--- src/hdl/fptd_pkg.sv ---
// Shared constants, codes and control types of the fixed-priority task dispatcher.
`timescale 1ns / 1ps

package fptd_pkg;

    localparam int TASKS       = 8;
    localparam int TASK_IDX_W  = $clog2(TASKS);
    localparam int TASK_CNT_W  = 4;
    localparam int PRIO_W      = 3;
    localparam int PRIO_BITS   = PRIO_W * TASKS;
    localparam int STAT_W      = 32;
    localparam int LOAD_W      = 7;
    localparam int CFG_IDX_W   = 2;
    localparam int CFG_DATA_W  = 24;

    localparam int TOP_PRIORITY = 5;
    localparam int IDLE_CAP     = 5000;
    localparam int FULL_PERCENT = 100;

    // Width of a clamped idle-run difference (0..IDLE_CAP).
    localparam int DIFF_W = $clog2(IDLE_CAP + 1);
    // Reciprocal of IDLE_CAP / FULL_PERCENT (= 50), scaled by 2^RECIP_SHIFT.
    // For some values up to IDLE_CAP (such as 4999) the rounded-up reciprocal gives one more than the exact floor.
    localparam int RECIP_SHIFT = 16;
    localparam int RECIP_W     = 11;
    localparam int RECIP       = ((1 << RECIP_SHIFT) * FULL_PERCENT + IDLE_CAP - 1) / IDLE_CAP;
    localparam int PROD_W      = DIFF_W + RECIP_W;

    typedef enum logic [2:0] {
        CMD_SCAN    = 3'd0,
        CMD_DISABLE = 3'd1,
        CMD_ENABLE  = 3'd2,
        CMD_SUSPEND = 3'd3,
        CMD_RESUME  = 3'd4,
        CMD_REPORT  = 3'd5,
        CMD_LOAD    = 3'd6,
        CMD_STATS   = 3'd7
    } cmd_t;

    localparam logic [CFG_IDX_W-1:0] CFG_TASK_COUNT = 2'd0;
    localparam logic [CFG_IDX_W-1:0] CFG_PRIORITIES = 2'd1;
    localparam logic [CFG_IDX_W-1:0] CFG_IDLE_TASK  = 2'd2;

    // Commands from the controller to the datapath.
    typedef struct packed {
        logic capture;   // take the input word
        logic prep;      // first step of a load update
        logic emit;      // produce one result word
    } dp_ctrl_t;

    // Status from the datapath to the controller.
    typedef struct packed {
        logic out_free;  // output register can take a word this cycle
        logic final_res; // the word produced now is the last of the item
    } dp_stat_t;

endpackage

--- src/hdl/fptd_ctrl.sv ---
// Controller state machine of the fixed-priority task dispatcher.
`timescale 1ns / 1ps

module fptd_ctrl
(
    input  logic               clk,
    input  logic               rst_n,
    input  logic               in_valid,
    output logic               in_ready,
    input  fptd_pkg::dp_stat_t stat,
    output fptd_pkg::dp_ctrl_t ctrl
);
    import fptd_pkg::*;

    typedef enum logic [2:0] {
        ST_IDLE = 3'b001,
        ST_PREP = 3'b010,
        ST_EMIT = 3'b100
    } state_t;

    state_t state_reg;
    state_t state_next;

    always_comb
    begin
        state_next   = state_reg;
        in_ready     = 1'b0;
        ctrl.capture = 1'b0;
        ctrl.prep    = 1'b0;
        ctrl.emit    = 1'b0;
        unique case (state_reg)
            ST_IDLE:
            begin
                in_ready = 1'b1;
                if (in_valid)
                begin
                    ctrl.capture = 1'b1;
                    state_next   = ST_PREP;
                end
            end
            ST_PREP:
            begin
                ctrl.prep  = 1'b1;
                state_next = ST_EMIT;
            end
            ST_EMIT:
            begin
                if (stat.out_free)
                begin
                    ctrl.emit = 1'b1;
                    if (stat.final_res)
                    begin
                        state_next = ST_IDLE;
                    end
                end
            end
            default:
            begin
                state_next = ST_IDLE;
            end
        endcase
    end

    always_ff @(posedge clk or negedge rst_n)
    begin
        if (!rst_n)
        begin
            state_reg <= ST_IDLE;
        end
        else
        begin
            state_reg <= state_next;
        end
    end

endmodule

--- src/hdl/fptd_dp.sv ---
// Datapath of the fixed-priority task dispatcher: registers, task tables and result register.
`timescale 1ns / 1ps

module fptd_dp
(
    input  logic                                 clk,
    input  logic                                 rst_n,
    input  fptd_pkg::dp_ctrl_t                   ctrl,
    output fptd_pkg::dp_stat_t                   stat,
    input  logic                                 cfg_write_en,
    input  logic [fptd_pkg::CFG_IDX_W-1:0]       cfg_index,
    input  logic [fptd_pkg::CFG_DATA_W-1:0]      cfg_data,
    input  logic [2:0]                           command,
    input  logic [3:0]                           task_id,
    input  logic [fptd_pkg::TASKS-1:0]           expired_mask,
    input  logic [fptd_pkg::STAT_W-1:0]          exec_cycles,
    output logic                                 out_valid,
    input  logic                                 out_ready,
    output logic                                 dispatch_valid,
    output logic [fptd_pkg::TASK_IDX_W-1:0]      task_index,
    output logic                                 last,
    output logic                                 status,
    output logic [fptd_pkg::STAT_W-1:0]          run_count,
    output logic [fptd_pkg::STAT_W-1:0]          total_cycles,
    output logic [fptd_pkg::STAT_W-1:0]          max_cycles,
    output logic [fptd_pkg::LOAD_W-1:0]          cpu_load
);
    import fptd_pkg::*;

    // Configuration registers.
    logic [TASK_CNT_W-1:0] task_count_reg;
    logic [PRIO_BITS-1:0]  task_prio_reg;
    logic [TASK_CNT_W-1:0] idle_task_reg;

    // Task tables and load state.
    logic [TASKS-1:0]  enabled_reg,   enabled_next;
    logic [TASKS-1:0]  suspended_reg, suspended_next;
    logic [STAT_W-1:0] runs_reg  [TASKS];
    logic [STAT_W-1:0] runs_next [TASKS];
    logic [STAT_W-1:0] sums_reg  [TASKS];
    logic [STAT_W-1:0] sums_next [TASKS];
    logic [STAT_W-1:0] maxs_reg  [TASKS];
    logic [STAT_W-1:0] maxs_next [TASKS];
    logic [STAT_W-1:0] prev_idle_reg, prev_idle_next;
    logic [LOAD_W-1:0] load_reg,      load_next;

    // Captured input word.
    cmd_t              op_reg,      op_next;
    logic [3:0]        id_reg,      id_next;
    logic [STAT_W-1:0] cycles_reg,  cycles_next;
    logic [TASKS-1:0]  pending_reg, pending_next;
    logic [DIFF_W-1:0] diff_reg,    diff_next;

    // Result register.
    logic                  out_valid_reg, out_valid_next;
    logic                  dv_reg,    dv_next;
    logic [TASK_IDX_W-1:0] idx_reg,   idx_next;
    logic                  last_reg,  last_next;
    logic                  stat_reg,  stat_next;
    logic [STAT_W-1:0]     run_reg,   run_next;
    logic [STAT_W-1:0]     tot_reg,   tot_next;
    logic [STAT_W-1:0]     max_reg,   max_next;
    logic [LOAD_W-1:0]     load_o_reg, load_o_next;

    // Combinational helpers.
    logic [TASK_CNT_W-1:0] count_live;
    logic [TASKS-1:0]      live_mask;
    logic [TASKS-1:0]      prio_ok;
    logic [TASKS-1:0]      eligible;
    logic [PRIO_W-1:0]     prio       [TASKS];
    logic [TASKS-1:0]      level_mask;
    logic                  level_found;
    logic [TASKS-1:0]      pick_onehot;
    logic [TASK_IDX_W-1:0] pick_idx;
    logic                  pick_found;
    logic [TASKS-1:0]      rest_mask;
    logic                  id_in_range;
    logic                  idle_valid;
    logic [TASK_IDX_W-1:0] acc_idx;
    logic [STAT_W-1:0]     idle_runs;
    logic [STAT_W-1:0]     idle_diff;
    logic [PROD_W-1:0]     load_prod;
    logic [LOAD_W-1:0]     load_quot;

    assign count_live = (task_count_reg > TASK_CNT_W'(TASKS)) ? TASK_CNT_W'(TASKS)
                                                              : task_count_reg;
    assign id_in_range = id_reg < count_live;
    assign idle_valid  = idle_task_reg < count_live;

    always_comb
    begin
        for (int n = 0; n < TASKS; n++)
        begin
            prio[n]      = task_prio_reg[PRIO_W*n +: PRIO_W];
            live_mask[n] = TASK_CNT_W'(n) < count_live;
            prio_ok[n]   = prio[n] <= PRIO_W'(TOP_PRIORITY);
        end
    end

    assign eligible = expired_mask & enabled_reg & ~suspended_reg & live_mask & prio_ok;

    // Highest priority level with a pending task, then the lowest index in it.
    always_comb
    begin
        level_mask  = '0;
        level_found = 1'b0;
        for (int p = TOP_PRIORITY; p >= 0; p--)
        begin
            if (!level_found)
            begin
                for (int n = 0; n < TASKS; n++)
                begin
                    level_mask[n] = pending_reg[n] && (prio[n] == PRIO_W'(p));
                end
                level_found = |level_mask;
            end
        end
        pick_idx    = '0;
        pick_onehot = '0;
        for (int n = TASKS - 1; n >= 0; n--)
        begin
            if (level_mask[n])
            begin
                pick_idx    = TASK_IDX_W'(n);
                pick_onehot = TASKS'(1) << n;
            end
        end
    end

    assign pick_found = |pending_reg;
    assign rest_mask  = pending_reg & ~pick_onehot;

    always_comb
    begin
        if (op_reg == CMD_SCAN)
        begin
            acc_idx = pick_idx;
        end
        else if (op_reg == CMD_LOAD)
        begin
            acc_idx = idle_task_reg[TASK_IDX_W-1:0];
        end
        else
        begin
            acc_idx = id_reg[TASK_IDX_W-1:0];
        end
    end

    assign idle_runs = idle_valid ? runs_reg[acc_idx] : '0;
    assign idle_diff = idle_runs - prev_idle_reg;
    assign load_prod = diff_reg * RECIP_W'(RECIP);
    assign load_quot = load_prod[RECIP_SHIFT +: LOAD_W];

    assign stat.out_free  = !out_valid_reg || out_ready;
    assign stat.final_res = (op_reg != CMD_SCAN) || !pick_found || (rest_mask == '0);

    always_comb
    begin
        enabled_next   = enabled_reg;
        suspended_next = suspended_reg;
        runs_next      = runs_reg;
        sums_next      = sums_reg;
        maxs_next      = maxs_reg;
        prev_idle_next = prev_idle_reg;
        load_next      = load_reg;
        op_next        = op_reg;
        id_next        = id_reg;
        cycles_next    = cycles_reg;
        pending_next   = pending_reg;
        diff_next      = diff_reg;
        dv_next        = dv_reg;
        idx_next       = idx_reg;
        last_next      = last_reg;
        stat_next      = stat_reg;
        run_next       = run_reg;
        tot_next       = tot_reg;
        max_next       = max_reg;
        load_o_next    = load_o_reg;
        out_valid_next = out_ready ? 1'b0 : out_valid_reg;

        if (ctrl.capture)
        begin
            op_next      = cmd_t'(command);
            id_next      = task_id;
            cycles_next  = exec_cycles;
            pending_next = eligible;
        end

        if (ctrl.prep && op_reg == CMD_LOAD)
        begin
            prev_idle_next = idle_runs;
            diff_next      = (idle_diff > STAT_W'(IDLE_CAP)) ? DIFF_W'(IDLE_CAP)
                                                             : idle_diff[DIFF_W-1:0];
        end

        if (ctrl.emit)
        begin
            out_valid_next = 1'b1;
            dv_next        = 1'b0;
            idx_next       = '0;
            last_next      = 1'b1;
            stat_next      = 1'b0;
            run_next       = '0;
            tot_next       = '0;
            max_next       = '0;
            load_o_next    = load_reg;
            if (op_reg == CMD_SCAN)
            begin
                if (pick_found)
                begin
                    runs_next[acc_idx] = runs_reg[acc_idx] + 1'b1;
                    pending_next       = rest_mask;
                    dv_next            = 1'b1;
                    idx_next           = acc_idx;
                    last_next          = rest_mask == '0;
                    run_next           = runs_reg[acc_idx] + 1'b1;
                    tot_next           = sums_reg[acc_idx];
                    max_next           = maxs_reg[acc_idx];
                end
            end
            else if (op_reg == CMD_LOAD)
            begin
                load_next   = LOAD_W'(FULL_PERCENT) - load_quot;
                load_o_next = LOAD_W'(FULL_PERCENT) - load_quot;
            end
            else if (!id_in_range)
            begin
                idx_next  = id_reg[TASK_IDX_W-1:0];
                stat_next = 1'b1;
            end
            else
            begin
                idx_next = acc_idx;
                run_next = runs_reg[acc_idx];
                tot_next = sums_reg[acc_idx];
                max_next = maxs_reg[acc_idx];
                case (op_reg)
                    CMD_DISABLE:
                    begin
                        enabled_next[acc_idx]   = 1'b0;
                        suspended_next[acc_idx] = 1'b0;
                    end
                    CMD_ENABLE:
                    begin
                        enabled_next[acc_idx]   = 1'b1;
                        suspended_next[acc_idx] = 1'b0;
                    end
                    CMD_SUSPEND:
                    begin
                        suspended_next[acc_idx] = 1'b1;
                    end
                    CMD_RESUME:
                    begin
                        suspended_next[acc_idx] = 1'b0;
                    end
                    CMD_REPORT:
                    begin
                        sums_next[acc_idx] = sums_reg[acc_idx] + cycles_reg;
                        tot_next           = sums_reg[acc_idx] + cycles_reg;
                        if (cycles_reg > maxs_reg[acc_idx])
                        begin
                            maxs_next[acc_idx] = cycles_reg;
                            max_next           = cycles_reg;
                        end
                    end
                    default:
                    begin
                    end
                endcase
            end
        end
    end

    // Configuration and task state.
    always_ff @(posedge clk or negedge rst_n)
    begin
        if (!rst_n)
        begin
            task_count_reg <= '0;
            task_prio_reg  <= '0;
            idle_task_reg  <= TASK_CNT_W'(TASKS);
            enabled_reg    <= '1;
            suspended_reg  <= '0;
            for (int n = 0; n < TASKS; n++)
            begin
                runs_reg[n] <= '0;
                sums_reg[n] <= '0;
                maxs_reg[n] <= '0;
            end
            prev_idle_reg  <= '0;
            load_reg       <= '0;
            out_valid_reg  <= 1'b0;
        end
        else
        begin
            if (cfg_write_en)
            begin
                unique case (cfg_index)
                    CFG_TASK_COUNT: task_count_reg <= cfg_data[TASK_CNT_W-1:0];
                    CFG_PRIORITIES: task_prio_reg  <= cfg_data[PRIO_BITS-1:0];
                    CFG_IDLE_TASK:  idle_task_reg  <= cfg_data[TASK_CNT_W-1:0];
                    default:
                    begin
                    end
                endcase
            end
            enabled_reg   <= enabled_next;
            suspended_reg <= suspended_next;
            runs_reg      <= runs_next;
            sums_reg      <= sums_next;
            maxs_reg      <= maxs_next;
            prev_idle_reg <= prev_idle_next;
            load_reg      <= load_next;
            out_valid_reg <= out_valid_next;
        end
    end

    // Working and result payload.
    always_ff @(posedge clk)
    begin
        op_reg      <= op_next;
        id_reg      <= id_next;
        cycles_reg  <= cycles_next;
        pending_reg <= pending_next;
        diff_reg    <= diff_next;
        dv_reg      <= dv_next;
        idx_reg     <= idx_next;
        last_reg    <= last_next;
        stat_reg    <= stat_next;
        run_reg     <= run_next;
        tot_reg     <= tot_next;
        max_reg     <= max_next;
        load_o_reg  <= load_o_next;
    end

    assign out_valid      = out_valid_reg;
    assign dispatch_valid = dv_reg;
    assign task_index     = idx_reg;
    assign last           = last_reg;
    assign status         = stat_reg;
    assign run_count      = run_reg;
    assign total_cycles   = tot_reg;
    assign max_cycles     = max_reg;
    assign cpu_load       = load_o_reg;

endmodule

--- src/hdl/fixed_priority_task_dispatcher.sv ---
// Top level of the fixed-priority task dispatcher: controller and datapath.
`timescale 1ns / 1ps

// The dispatcher keeps enabled, suspended and statistics state for up to eight
// tasks and takes one command word at a time on the input channel. A scan word
// returns one result word per dispatched task, priority 5 down to 0 and lower
// index first within a priority, with last set on the final one; a scan that
// finds nothing returns a single word with dispatch_valid low. Every other
// command returns exactly one word. An item is accepted, passes a preparation
// step and then produces its result words, each only while the output
// register can take it; the scan pace is set by the single priority picker,
// which selects one task per cycle when the output side does not stall. A new
// word is accepted only after the previous item has produced its last result
// word, while that word may still sit in the output register waiting to be
// taken. Configuration writes take effect at the clock edge where
// cfg_write_en is high and are meant for idle periods.
module fixed_priority_task_dispatcher
(
    input  logic                                 clk,
    input  logic                                 rst_n,
    input  logic                                 cfg_write_en,
    input  logic [fptd_pkg::CFG_IDX_W-1:0]       cfg_index,
    input  logic [fptd_pkg::CFG_DATA_W-1:0]      cfg_data,
    input  logic                                 in_valid,
    output logic                                 in_ready,
    input  logic [2:0]                           command,
    input  logic [3:0]                           task_id,
    input  logic [fptd_pkg::TASKS-1:0]           expired_mask,
    input  logic [fptd_pkg::STAT_W-1:0]          exec_cycles,
    output logic                                 out_valid,
    input  logic                                 out_ready,
    output logic                                 dispatch_valid,
    output logic [fptd_pkg::TASK_IDX_W-1:0]      task_index,
    output logic                                 last,
    output logic                                 status,
    output logic [fptd_pkg::STAT_W-1:0]          run_count,
    output logic [fptd_pkg::STAT_W-1:0]          total_cycles,
    output logic [fptd_pkg::STAT_W-1:0]          max_cycles,
    output logic [fptd_pkg::LOAD_W-1:0]          cpu_load
);
    import fptd_pkg::*;

    // The controller sequences capture, preparation and result steps; the
    // datapath reports whether the output register is free and whether the
    // word it is about to produce closes the current item.
    dp_ctrl_t ctrl;
    dp_stat_t stat;

    fptd_ctrl u_ctrl
    (
        .clk      (clk),
        .rst_n    (rst_n),
        .in_valid (in_valid),
        .in_ready (in_ready),
        .stat     (stat),
        .ctrl     (ctrl)
    );

    fptd_dp u_dp
    (
        .clk            (clk),
        .rst_n          (rst_n),
        .ctrl           (ctrl),
        .stat           (stat),
        .cfg_write_en   (cfg_write_en),
        .cfg_index      (cfg_index),
        .cfg_data       (cfg_data),
        .command        (command),
        .task_id        (task_id),
        .expired_mask   (expired_mask),
        .exec_cycles    (exec_cycles),
        .out_valid      (out_valid),
        .out_ready      (out_ready),
        .dispatch_valid (dispatch_valid),
        .task_index     (task_index),
        .last           (last),
        .status         (status),
        .run_count      (run_count),
        .total_cycles   (total_cycles),
        .max_cycles     (max_cycles),
        .cpu_load       (cpu_load)
    );

endmodule

--- config.mk ---
export PLATFORM = sky130hd
export DESIGN_NAME = fixed_priority_task_dispatcher
export DESIGN_NICKNAME = d
export VERILOG_FILES = /design/src/hdl/fptd_pkg.sv /design/src/hdl/fptd_ctrl.sv /design/src/hdl/fptd_dp.sv /design/src/hdl/fixed_priority_task_dispatcher.sv
export SDC_FILE = /design/constraint.sdc
export NUM_CORES = 2
export LEC_CHECK = 0
export BUFFER_PORTS_ARGS = -buffer_cell sky130_fd_sc_hd__buf_4
export CAP_MARGIN = 20
export CORE_ASPECT_RATIO = 1.1
export CORE_MARGIN = 2
export CORE_UTILIZATION = 65
export DETAILED_ROUTE_END_ITERATION = 8
export PLACE_DENSITY = 0.83
export SYNTH_ARGS = -nofsm -noshare
export SYNTH_HDL_FRONTEND = slang
export SYNTH_HIERARCHICAL = 1
export SYNTH_SLANG_ARGS = --single-unit
--- constraint.sdc ---
create_clock -name clk -period 21 [get_ports clk]
set_input_delay 4.2 -clock clk [delete_from_list [all_inputs] [get_ports clk]]
set_output_delay 4.2 -clock clk [all_outputs]
set_load 0.01 [all_outputs]
==> Flow_metrics.wiki <==
{| class="wikitable"
! Metric !! Value
|-
| Result of the run || completed
|-
| Met3 routed wirelength || 13,100 µm
|-
| Clock Skew || 0.0319 ns
|-
| Most used cells in the layout excluding fill and tap cells || dfrtp_1, nand2_1, o21ai_0, mux2_2, buf_4
|-
| Die Footprint || 81,500 µm²
|-
| Count of hold buffers inserted by post-cts repair || 0
|-
| Number of instances resized during post-cts repair || 0
|-
| Final routed wirelength across all metal layers || 148,000 µm
|-
| Fraction of final layout cells sized beyond drive strength 1 || 17.8%
|-
| Final cell count without fillers || 6,135
|-
| Startpoint types || flop
|-
| Worst skew pair latency || 0.69 ns
|-
| Via count of the first global-routing pass || 40,500
|-
| Period utilisation layout || 52.3%
|-
| Commonest non-fill, non-tap cell in the layout || dfrtp_1
|-
| Peak fanout along the critical path || 46
|-
| Post-route setup TNS || 0 ns
|-
| Peak supply drop || 0.101 mV
|-
| Uppermost signal routing layer after detailed routing || met5
|-
| Core utilization of the finished layout || 73.0%
|-
| Req. time, crit path || 21.39 ns
|-
| Type of the tightest min-delay check || reg -> reg
|-
| GRT Overall Usage || 36.3%
|-
| Instance area at placement || 53,900 µm²
|-
| Detailed Route Iter0 Violations || 4,609
|-
| Worst setup path start || u_dp/task_prio_reg[2]$_DFFE_PN0P_
|-
| Summed instance area of the synthesized netlist || 51,500 µm²
|-
| Critical path class || reg -> reg
|-
| Clk Tree Root Cell || clkbuf_16
|-
| Worst r2r dst || u_dp/diff_reg[12]$_SDFFCE_PN1P_
|-
| Worst path arrival time || 11.37 ns
|-
| Area grow syn2layout || 11.5%
|-
| Max-Cap Viols || 0
|-
| Routed vias/inst || 6.63
|-
| Proportion of synthesized flip-flops having asynchronous set or reset || 83.6%
|-
| Clock transition at the registers of the reported paths || 0.06 ns
|-
| Vias || 40,600
|-
| Number of antenna violations at the first check in global routing || 1
|-
| Actual transition at the worst max-transition pin || 1.14 ns
|-
| Worst R2R Path Depth || 30
|-
| Setup ws final || 10.02 ns
|-
| TritonCTS clock tree || yes
|-
| Library cells used by synthesis || 107
|-
| Startpoint of the lowest-slack register-to-register path || u_dp/task_prio_reg[2]$_DFFE_PN0P_
|-
| Net Count, Synth || 5,240
|-
| Standard-cell rows || 108
|-
| Design area || 57,400 µm²
|-
| Crit path capture || u_dp/diff_reg[12]$_SDFFCE_PN1P_
|-
| Total Power Consumption || 7.14 mW
|-
| Mean area per synthesized cell || 10.5 µm²
|-
| Worst-case headroom to the max-slew limit || 23.9%
|-
| Prevailing post-synth register cell || dfrtp_1
|-
| Detailed-routed wire length on met2 || 70,300 µm
|-
| RSZ-0062 raised after global routing || false
|-
| DRC violations left || 0
|-
| Postcts setup bufs || 0
|-
| Seq/Total Area, Yosys || 51.5%
|-
| Element type at the critical path end || flop
|-
| Number of top-level pins || 189
|-
| Pre-CTS setup slack || 10.42 ns
|-
| First-pass GRT wire length || 230,000 µm
|-
| Finish-stage setup viols || 0
|-
| Final number of max-transition violations || 0
|-
| #FFs+latches synth || 1,028
|-
| Number of placed cells counting well taps || 5,943
|-
| H-Tree Level Count || 3
|-
| Largest stage delay, worst path || 0.77 ns
|-
| Largest net degree at the start of global routing || 182
|-
| Layout net count || 5,321
|-
| Yosys warning total || 6
|-
| Power per cell area || 124 nW/µm²
|-
| Overall die height || 299 µm
|-
| Count of input and output buffers || 188
|-
| X dimension of the die || 272 µm
|-
| Leakage Power || 25.7 nW
|-
| Sink Count || 1,028
|-
| Max Clk Rate || 91.1 MHz
|-
| Number of enable flip-flop cells after synthesis || 161
|-
| Dpl hpwl || 93,100 µm
|-
| Final Critical Period || 10.98 ns
|-
| TritonCTS Buffers || 100
|-
| Number of failing hold endpoints at the final stage || 0
|-
| First-pass iteration count of the detailed router || 6
|-
| Wl on met1 || 55,300 µm
|-
| Routed length per placed instance || 24.1 µm
|-
| Worst setup slack for register-to-register paths || 10.02 ns
|-
| Initial cell density of the core || 65.5%
|-
| Bufs on Longest Clock Path || 3
|-
| Worst Hold Margin || 0.476 ns
|-
| Standard cell with the maximum stage delay on the critical path || or4b_2
|-
| Number of cells produced by synthesis || 4,926
|-
| Post-route antenna net violation count || 0
|-
| Core area || 78,600 µm²
|-
| Global placement routability congestion || 0.915
|-
| Final global-route overflow total || 0
|}
==> worst max-delay path: cells and delay by family, from the launching register on <==
family	cells	cell delay [ns]
simple gates	10	4.61
compound gates	16	3.79
buf+inv	2	1.30
flops	1	0.49
fa+ha+maj	1	0.27
xor+xnor	1	0.16
==> routing by layer <==
layer	vias up	GRT usage, %
met2	2159	59.1
met5	-	0
met4	2	20.9
li1	17900	-
met3	478	6.23
met1	20100	46.2
==> report_power, final <==
part / switching (mW) / internal (mW) / leakage, nW
clock: 0.793 / 1.05 / 1.64
combinational: 2.06 / 0.963 / 10.6
sequential: 0.128 / 2.15 / 13.4
==> how the worst min path moves through the flow <==
stage	from	to	slack, ns	depth (start not counted)
floorplan	flop	u_dp/pending_reg[4]$_DFF_P_	0.43	1
global placement	u_dp/maxs_reg[0]$_DFFE_PN0P_	u_dp/maxs_reg[0]$_DFFE_PN0P_	0.46	2
detailed placement	flop	u_dp/pending_reg[4]$_DFF_P_	0.46	1
CTS	u_dp/runs_reg[43]$_DFFE_PN0P_	u_dp/runs_reg[43]$_DFFE_PN0P_	0.48	2
global route	u_dp/maxs_reg[0]$_DFFE_PN0P_	u_dp/maxs_reg[0]$_DFFE_PN0P_	0.50	2
finish	u_dp/runs_reg[23]$_DFFE_PN0P_	u_dp/runs_reg[23]$_DFFE_PN0P_	0.48	2
==> cells in the mapped netlist, drive strengths merged, types with 14 or more instances <==
master	number	share of area (%)
or4	17	0.26
nor3	72	0.79
o21a	29	0.42
a21oi	141	1.4
o221ai	27	0.46
xnor2	49	0.85
nand2	845	6.2
buf	61	0.61
and4	14	0.24
o2bb2ai	22	0.37
mux2i	37	0.72
a31oi	16	0.19
nand2b	30	0.36
a22oi	48	0.70
a222oi	19	0.37
clkbuf	231	1.7
and2	16	0.20
a211oi	24	0.35
a21o	28	0.41
nand4	14	0.20
nor4	41	0.68
and3	30	0.36
edfxtp	161	9.4
nor2b	27	0.33
o31ai	36	0.52
o22ai	129	1.6
nand3	74	0.72
ha	188	4.6
mux2	367	8.0
inv	141	1.0
xor2	41	0.80
dfrtp	849	41
fa	48	1.9
o21ai	620	6.1
nor2	185	1.3
==> cell families after synthesis <==
group                      synth area share [%]
adders and majority gates                  6.43
buffers and inverters                      3.33
DFF                                        51.5
muxes                                      8.74
AOI/OAI and AO/OA                          15.2
and+or+nand+nor                            13.2
xor gates and xnor gates                   1.65
==> layout make-up <==
cell class                 count  area (µm²)
sequential                  1028       26500
multi-input combinational   3464       23500
fill                        5355       21200
clock buffer                 140        2880
timing repair buffer         271        2220
tap                         1045        1310
inverter                     142         533
clock inverter                43         487
antenna                        2        5.00
Note: power is estimated with default switching activity, not from simulation.
